==> config.mk <==
export PLATFORM = sky130hd
export DESIGN_NAME = vna_norm
export DESIGN_NICKNAME = d
export VERILOG_FILES = /design/src/vna_pkg.sv /design/src/vna_norm.sv
export SDC_FILE = /design/constraint.sdc
export NUM_CORES = 2
export LEC_CHECK = 0
export ABC_AREA = 1
export BUFFER_PORTS_ARGS = -buffer_cell sky130_fd_sc_hd__buf_2
export CAP_MARGIN = 20
export CORE_ASPECT_RATIO = 1.5
export CORE_MARGIN = 2
export CORE_UTILIZATION = 55
export CTS_BUF_LIST = sky130_fd_sc_hd__clkbuf_4
export DETAILED_ROUTE_END_ITERATION = 6
export GPL_TIMING_DRIVEN = 0
export HOLD_SLACK_MARGIN = 0.05
export PLACE_DENSITY = 0.72
export SLEW_MARGIN = 15
export SYNTH_ARGS = -nofsm -noshare
export SYNTH_HDL_FRONTEND = slang
export SYNTH_SLANG_ARGS = --single-unit
==> constraint.sdc <==
create_clock -name clock -period 21.9 [get_ports clock]
set_clock_uncertainty 0.1 [all_clocks]
set_input_delay 2.19 -clock clock [delete_from_list [all_inputs] [get_ports clock]]
set_output_delay 2.19 -clock clock [all_outputs]
set_load 0.01 [all_outputs]
==> src/vna_pkg.sv <==
`default_nettype none
package vna_pkg;

   localparam int MAX_VERTICES = 1024;
   localparam int IDX_W = $clog2(MAX_VERTICES);
   localparam int POS_W = 16;
   localparam int DIFF_W = POS_W + 1;
   localparam int PROD_W = 2 * DIFF_W;
   localparam int CROSS_W = PROD_W + 1;
   localparam int ACC_W = 52;
   localparam int CNT_W = 16;
   localparam int NRM_W = 16;
   localparam int T_W = 24;
   localparam int SQ_W = 2 * T_W + 2;
   localparam int ROOT_W = T_W + 1;
   localparam int FRAC_W = 14;
   localparam int QUO_W = 16;
   localparam int NUM_W = T_W + FRAC_W + 1;
   localparam logic [QUO_W-1:0] NRM_ONE = QUO_W'(1 << FRAC_W);

   typedef enum logic [1:0] {
      OP_WRITE_POS = 2'd0,
      OP_ADD_TRI   = 2'd1,
      OP_READ_NRM  = 2'd2,
      OP_CLEAR     = 2'd3
   } op_type;

   typedef logic [IDX_W-1:0]          idx_type;
   typedef logic signed [POS_W-1:0]   pos_type;
   typedef logic signed [ACC_W-1:0]   acc_type;
   typedef logic signed [CROSS_W-1:0] cross_type;
   typedef logic signed [NRM_W-1:0]   nrm_type;

   typedef struct packed {
      logic    we;
      idx_type addr;
      pos_type x;
      pos_type y;
      pos_type z;
   } pos_wr_type;

   typedef struct packed {
      logic    start;
      idx_type a;
      idx_type b;
      idx_type c;
   } face_cmd_type;

   typedef struct packed {
      logic      done;
      cross_type x;
      cross_type y;
      cross_type z;
   } face_res_type;

   typedef struct packed {
      acc_type          sx;
      acc_type          sy;
      acc_type          sz;
      logic [CNT_W-1:0] cnt;
   } acc_entry_type;

   typedef struct packed {
      logic    start;
      acc_type sx;
      acc_type sy;
      acc_type sz;
   } nrm_cmd_type;

   typedef struct packed {
      logic    done;
      nrm_type nx;
      nrm_type ny;
      nrm_type nz;
   } nrm_res_type;

   typedef enum logic [3:0] {
      ST_CLEAR,
      ST_IDLE,
      ST_FACE,
      ST_ACC_RD,
      ST_ACC_WR,
      ST_NRM_RD,
      ST_NRM_GO,
      ST_NRM_WAIT,
      ST_RSP
   } seq_state_type;

   typedef enum logic [2:0] {
      FC_IDLE,
      FC_RD_B,
      FC_RD_C,
      FC_DIFF,
      FC_MUL
   } face_state_type;

   typedef enum logic [2:0] {
      NM_IDLE,
      NM_SHIFT,
      NM_SQ,
      NM_ROOT,
      NM_DSET,
      NM_DIV
   } nrm_state_type;

endpackage
`default_nettype wire

==> src/vna_norm.sv <==
`default_nettype none
module vna_norm import vna_pkg::*; (
   input  logic        clock,
   input  logic        reset,
   input  nrm_cmd_type cmd,
   output nrm_res_type res
);

   localparam logic [SQ_W-1:0] ROOT_START = SQ_W'(1) << (SQ_W - 2);
   localparam logic [3:0] DIV_LAST = 4'd15;

   nrm_state_type state_ff, state_in;
   logic done_ff, done_in;

   logic [ACC_W-1:0] t_ff [3];
   logic [2:0] neg_ff;
   logic [1:0] k_ff;
   logic [SQ_W-1:0] sq_ff;
   logic [SQ_W-1:0] n_ff;
   logic [SQ_W-1:0] root_ff;
   logic [SQ_W-1:0] bit_ff;
   logic [ROOT_W-1:0] rem_ff;
   logic [QUO_W-1:0] lo_ff;
   logic [QUO_W-1:0] q_ff;
   logic [3:0] cnt_ff;
   nrm_type out_ff [3];

   logic [ACC_W-1:0] or_all;
   logic [ACC_W-1:0] t_sel;
   logic [2*T_W-1:0] sq_prod;
   logic [SQ_W:0] root_trial;
   logic root_take;
   logic [ROOT_W-1:0] r_val;
   logic [NUM_W-1:0] num;
   logic [ROOT_W:0] div_trial;
   logic div_take;
   logic [QUO_W-1:0] q_next;
   logic [QUO_W-1:0] q_clamp;
   nrm_type nrm_val;

   function automatic logic [ACC_W-1:0] mag(input acc_type s);
      mag = s[ACC_W-1] ? ACC_W'(-s) : ACC_W'(s);
   endfunction

   always_comb begin
      or_all     = t_ff[0] | t_ff[1] | t_ff[2];
      t_sel      = t_ff[k_ff];
      sq_prod    = t_sel[T_W-1:0] * t_sel[T_W-1:0];
      root_trial = (SQ_W+1)'(root_ff) + (SQ_W+1)'(bit_ff);
      root_take  = {1'b0, n_ff} >= root_trial;
      r_val      = root_ff[ROOT_W-1:0];
      num        = (NUM_W'(t_sel[T_W-1:0]) << FRAC_W) + NUM_W'(r_val >> 1);
      div_trial  = {rem_ff, lo_ff[QUO_W-1]};
      div_take   = div_trial >= (ROOT_W+1)'(r_val);
      q_next     = {q_ff[QUO_W-2:0], div_take};
      q_clamp    = (q_next > NRM_ONE) ? NRM_ONE : q_next;
      nrm_val    = neg_ff[k_ff] ? nrm_type'(-q_clamp) : nrm_type'(q_clamp);
   end

   always_ff @(posedge clock) begin
      case (state_ff)
         NM_IDLE: if (cmd.start) begin
            t_ff[0] <= mag(cmd.sx);
            t_ff[1] <= mag(cmd.sy);
            t_ff[2] <= mag(cmd.sz);
            neg_ff  <= {cmd.sz[ACC_W-1], cmd.sy[ACC_W-1], cmd.sx[ACC_W-1]};
         end
         NM_SHIFT: begin
            // bring the leading one of the largest magnitude to the top of T_W
            if (or_all == '0) begin
               for (int k = 0; k < 3; k++) out_ff[k] <= '0;
            end else if (|or_all[ACC_W-1:T_W]) begin
               for (int k = 0; k < 3; k++) t_ff[k] <= t_ff[k] >> 1;
            end else if (!or_all[T_W-1]) begin
               for (int k = 0; k < 3; k++) t_ff[k] <= t_ff[k] << 1;
            end else begin
               k_ff  <= '0;
               sq_ff <= '0;
            end
         end
         NM_SQ: begin
            sq_ff <= sq_ff + SQ_W'(sq_prod);
            if (k_ff == 2'd2) begin
               n_ff    <= sq_ff + SQ_W'(sq_prod);
               root_ff <= '0;
               bit_ff  <= ROOT_START;
               k_ff    <= '0;
            end else begin
               k_ff <= k_ff + 2'd1;
            end
         end
         NM_ROOT: begin
            if (root_take) begin
               n_ff    <= n_ff - root_trial[SQ_W-1:0];
               root_ff <= (root_ff >> 1) + bit_ff;
            end else begin
               root_ff <= root_ff >> 1;
            end
            bit_ff <= bit_ff >> 2;
         end
         NM_DSET: begin
            rem_ff <= ROOT_W'(num >> QUO_W);
            lo_ff  <= num[QUO_W-1:0];
            q_ff   <= '0;
            cnt_ff <= '0;
         end
         NM_DIV: begin
            rem_ff <= div_take ? ROOT_W'(div_trial - (ROOT_W+1)'(r_val))
                               : div_trial[ROOT_W-1:0];
            lo_ff  <= lo_ff << 1;
            q_ff   <= q_next;
            cnt_ff <= cnt_ff + 4'd1;
            if (cnt_ff == DIV_LAST) begin
               out_ff[k_ff] <= nrm_val;
               k_ff         <= k_ff + 2'd1;
            end
         end
         default: ;
      endcase
   end

   always_ff @(posedge clock) begin
      if (reset) begin
         state_ff <= NM_IDLE;
         done_ff  <= 1'b0;
      end else begin
         state_ff <= state_in;
         done_ff  <= done_in;
      end
   end

   always_comb begin
      state_in = state_ff;
      done_in  = 1'b0;
      case (state_ff)
         NM_IDLE: if (cmd.start) begin
            state_in = NM_SHIFT;
         end
         NM_SHIFT: begin
            if (or_all == '0) begin
               state_in = NM_IDLE;
               done_in  = 1'b1;
            end else if (!(|or_all[ACC_W-1:T_W]) && or_all[T_W-1]) begin
               state_in = NM_SQ;
            end
         end
         NM_SQ: if (k_ff == 2'd2) begin
            state_in = NM_ROOT;
         end
         NM_ROOT: if (bit_ff[0]) begin
            state_in = NM_DSET;
         end
         NM_DSET: state_in = NM_DIV;
         NM_DIV: if (cnt_ff == DIV_LAST) begin
            if (k_ff == 2'd2) begin
               state_in = NM_IDLE;
               done_in  = 1'b1;
            end else begin
               state_in = NM_DSET;
            end
         end
         default: state_in = NM_IDLE;
      endcase
   end

   assign res.done = done_ff;
   assign res.nx   = out_ff[0];
   assign res.ny   = out_ff[1];
   assign res.nz   = out_ff[2];

endmodule
`default_nettype wire

# Word-level counts from Yosys, hierarchy flattened
# Memory sizes are Yosys's and may differ from the RTL's. A register that Yosys moved wholly into a read port is not among the register bits.
# Index checks and enable logic that the tools add are counted.
[totals] register_bits=269 ramBits=204 inputBits=159 output_inout_bits=49 word_cells=140 memories=2
[mem_list] memory="t_ff" depth=3 width=52 read_ports=4 rd_ports_with_merged_regs=1 write_ports=3 line="vna_norm.sv:15" text="logic [ACC_W-1:0] t_ff [3];"
[mem_list] memory="out_ff" depth=3 width=16 read_ports=3 rd_ports_with_merged_regs=0 write_ports=3 line="vna_norm.sv:26" text="nrm_type out_ff [3];"
[op_classes] addsub=12 n_mul=1 n_lt_le_gt_ge=4 eq_ne=16 mux=69 bitwise=8 reduce_logical=16
[op_table] operator="52-bit 2-to-1 mux" n=9
[op_table] operator="50-bit 2-to-1 mux" n=8
[op_table] operator="50-bit case mux with 2 select lines" n=4
[op_table] operator="52-bit negator" n=3
[op_table] operator="52-bit bitwise OR" n=2
[op_table] operator="52-bit logical NOT" n=1
[op_table] operator="50-bit by 50-bit adder with 51-bit output" n=1
[op_table] operator="50-bit by 51-bit greater-or-equal comparator with 1-bit output" n=1
[op_table] operator="49-bit by 50-bit adder with 50-bit output" n=1
[op_table] operator="50-bit by 48-bit adder with 50-bit output" n=1
[op_table] operator="25-bit case mux with 2 select lines" n=1
[op_table] operator="50-bit subtractor" n=1
[op_table] operator="24-bit by 24-bit multiplier with 48-bit output" n=1
[op_table] operator="16-bit 2-to-1 mux" n=3
[op_table] operator="38-bit by 24-bit adder with 39-bit output" n=1
[op_table] operator="16-bit case mux with 2 select lines" n=1
[op_table] operator="15-bit case mux with 2 select lines" n=1
[op_table] operator="28-bit OR reduction" n=1
[op_table] operator="26-bit by 25-bit greater-or-equal comparator with 1-bit output" n=1
[op_table] operator="25-bit 2-to-1 mux" n=1
[op_table] operator="25-bit subtractor" n=1
[op_table] operator="1-bit 2-to-1 mux" n=22
[op_table] operator="3-bit 2-to-1 mux" n=7
[op_table] operator="3-bit case mux with 6 select lines" n=1
[op_table] operator="28 further kinds" n=52

# Logic depth before layout (Yosys ltp)
# An unclocked memory read counts as a cell.
[logic_depth] depth_word=10 ltp_mapped=39 ltp_nobuf=35

# Worst setup path after synthesis
# No wires, ideal clock.
[synth_timing] kind="input to register" startpoint="input cmd[156] (netlist bit)" endpoint="memory t_ff[0][0], enable pin" setup_time_ps=887 arrival_ps=13109 setup_slack_ps=7803 path_stages=2 cell_sequence="inv_1 > o21ai_0"
[synth_rtl] element="start, declared" line="vna_norm.sv:5" text="input nrm_cmd_type cmd,"
[synth_rtl] element="end, declared" line="vna_norm.sv:15"

==> impl_metrics.py <==
metrics = {
    "outcome": {
        "status": "finished, violations left",
        "violations": "design-rule violations",
    },
    "drt": {
        "route.detailed.drc": 5,
        "antenna_left": 0,
        "drtIter0Drc": 4842,
        "drt_wl_total_um": 210000,
        "drt_first_pass_iters": 7,
        "wl_per_cell_um": 24.6,
        "num_vias": 50100,
        "via_per_inst": 5.88,
    },
    "logic_synthesis": {
        "synth_ff_type": "edfxtp_1",
        "synth.most_common_cell": "inv_1",
        "ys_types": 73,
        "synth_nets": 7769,
        "ys_seq_area_share_pct": 25.4,
        "ys_ff_latch": 450,
        "yosysTopAreaCell": "edfxtp_1",
        "synth_top_cell_area_share_pct": 25.2,
        "synth_edf_count": 444,
        "netlist_instances": 6807,
        "yosysWarnings": 0,
        "postSynth.asyncResetShare_pct": 0,
        "synthTopCellsByArea": "edfxtp_1, fa_1, inv_1",
        "synth_common_cells": "inv_1, nand2_1, nor2_1, fa_1, edfxtp_1",
        "netlist_area_sq_um": 52900,
        "syn_area_per_cell_sq_um": 7.77,
    },
    "clock_tree": {
        "cts-buffers-inserted": 116,
        "clockBufferDepth": 3,
        "cts_tree": "done",
        "clk_pin_slew_worst_paths_ns": 0.09,
        "insertion_delay_ns": 1.20,
        "clk_root_buffer_cell": "clkbuf_4",
        "cts_resized": 0,
        "cts_setup_buffers": 0,
        "cts.sinks": 450,
        "cts_max_level": 3,
        "cts_hold_buf": 0,
    },
    "sta": {
        "worstMarginPinSlew_ns": 1.24,
        "fin_tns_setup_ns": 0,
        "setup_viol": 0,
        "finalHoldViolations": 0,
        "fmax_mhz": 99.6,
        "slew_headroom_pct": 17.1,
        "rsz0062_at_grt": "no",
        "fin_crit_ns": 10.04,
        "min_period_over_period_pct": 45.8,
        "maxSlewViolCount": 0,
    },
    "global_route": {
        "antenna_found_initial": 21,
        "grt_max_degree": 35,
        "grt_usage_pct": 42.5,
        "grt_pass1_vias": 51000,
        "grt_pass1_wl_um": 308000,
        "gr-total-overflow": 0,
    },
    "placed_design": {
        "place_hpwl_um": 172000,
        "routabilityCongestion": 1.09,
        "portBuffers": 207,
    },
    "worst_setup_path": {
        "crit_top_cell": "inv_1",
        "worstPathMaxFanout": 10,
        "cpMaxStageDelayCell": "o21ai_2",
        "startpoint_type": "flop",
        "critPathArrivalTime_ns": 10.84,
        "slowest_delay_ns": 0.85,
        "end_kind": "flop",
        "required_ns": 22.70,
        "crit_type": "flop to flop",
    },
    "floorplan": {
        "initial_utilization_pct": 55.4,
        "fp.dieW_um": 257,
        "io_pins": 208,
        "die_h_um": 384,
        "num_rows": 139,
        "dieArea_sq_um": 98700,
        "fp.coreArea_sq_um": 95500,
    },
    "flow_run": {
        "maxCapViolCount": 0,
    },
    "min_path": {
        "hp-class": "flop to flop",
    },
    "cells_and_area": {
        "drive_gt1_share_pct": 8.15,
        "fin_nets": 8113,
        "syn2layout_area_growth_pct": 8.74,
        "fillers": 8993,
    },
}
[per-stage QoR]
step	hold slack (ns)	utilization [%]	area [sq um]	std cells	setup slack, ns
finish	0.345	60.2	57500	8522	11.86
global placement	0.401	58.1	55500	8283	2.36
floorplan	0.377	-	52900	6807	7.80
detailed placement	0.412	58.6	56000	8302	12.28
global route	0.417	60.2	57500	8520	11.62
CTS	0.357	60.2	57500	8507	12.22
[worst paths after layout]
path / start / end / slack (ns) / cells past startpoint
setup / recovery: flop / sq_ff[32]$_SDFFCE_PN0P_ / 11.86 / 35
hold / removal: lo_ff[13]$_DFFE_PP_ / lo_ff[14]$_DFFE_PP_ / 0.35 / 2
setup reg to reg: flop / sq_ff[32]$_SDFFCE_PN0P_ / 11.86 / 35
hold reg to reg: lo_ff[13]$_DFFE_PP_ / lo_ff[14]$_DFFE_PP_ / 0.35 / 2
[critical path: cells and delay by family (launching register included)]
kind / cells / cell delay [ns]
buffers and inverters: 15 / 2.59
AOI/OAI and AO/OA: 1 / 0.85
adders and majority gates: 8 / 3.83
and+or+nand+nor: 10 / 1.77
xor gates and xnor gates: 1 / 0.32
DFF: 1 / 0.31
[layout make-up]
cell class,count,area [sq um],share of cell area (%)
diodes,15,37.5,0.0653
plain buffers,176,825,1.43
clock buffers,151,1130,1.97
clock inverters,54,362,0.629
inverters,1331,5000,8.70
multi-input cells,4850,33700,58.5
flip-flops and latches,450,13500,23.4
well taps,1269,1590,2.76
repair buffers,226,1450,2.51
[layout by cell type, fill, tap and decap left out, types with 75 or more instances in the layout]
| cell | count |
|---|---|
| a21oi_1 | 363 |
| buf_2 | 256 |
| clkbuf_1 | 96 |
| clkbuf_4 | 151 |
| edfxtp_1 | 444 |
| fa_1 | 481 |
| ha_1 | 322 |
| inv_1 | 1313 |
| nand2_1 | 1157 |
| nand3_1 | 279 |
| nor2_1 | 930 |
| nor3_1 | 79 |
| o211ai_1 | 75 |
| o21ai_0 | 364 |
| xnor2_1 | 110 |
| xor2_1 | 190 |
[cells by family (layout without fill, tap and decap cells)]
family          after synthesis  in the layout  share of synthesized area [%]
xor+xnor                    300            300                           4.97
fa+ha+maj                   803            803                           25.8
simple gates               2683           2683                           21.3
flops                       450            450                           25.4
buf+inv                    1507           1938                           11.0
compound gates             1064           1064                           11.4
other cells                   0             15                              0
[registers in the layout, summed over array words and instances (netlist names), 4 cells and up, named ones only]
register,count
n_ff,50
rem_ff,25
q_ff,15
lo_ff,16
cnt_ff,4
sq_ff,50
root_ff,50
bit_ff,25
t_ff,156
out_ff,48
[routing by layer]
layer	share of wire, %	GRT usage (%)	wire length [um]	up-vias
met1	32	42.0	66400	23600
li1	-	-	-	22700
met4	12	43.2	26100	10
met5	0.029	0	61	-
met3	8.4	9.05	17600	1047
met2	47	72.3	99500	2793
Power is left out: the tool's default activity adds up to more than one toggle a clock period on the data nets, which glitch-free logic cannot reach.
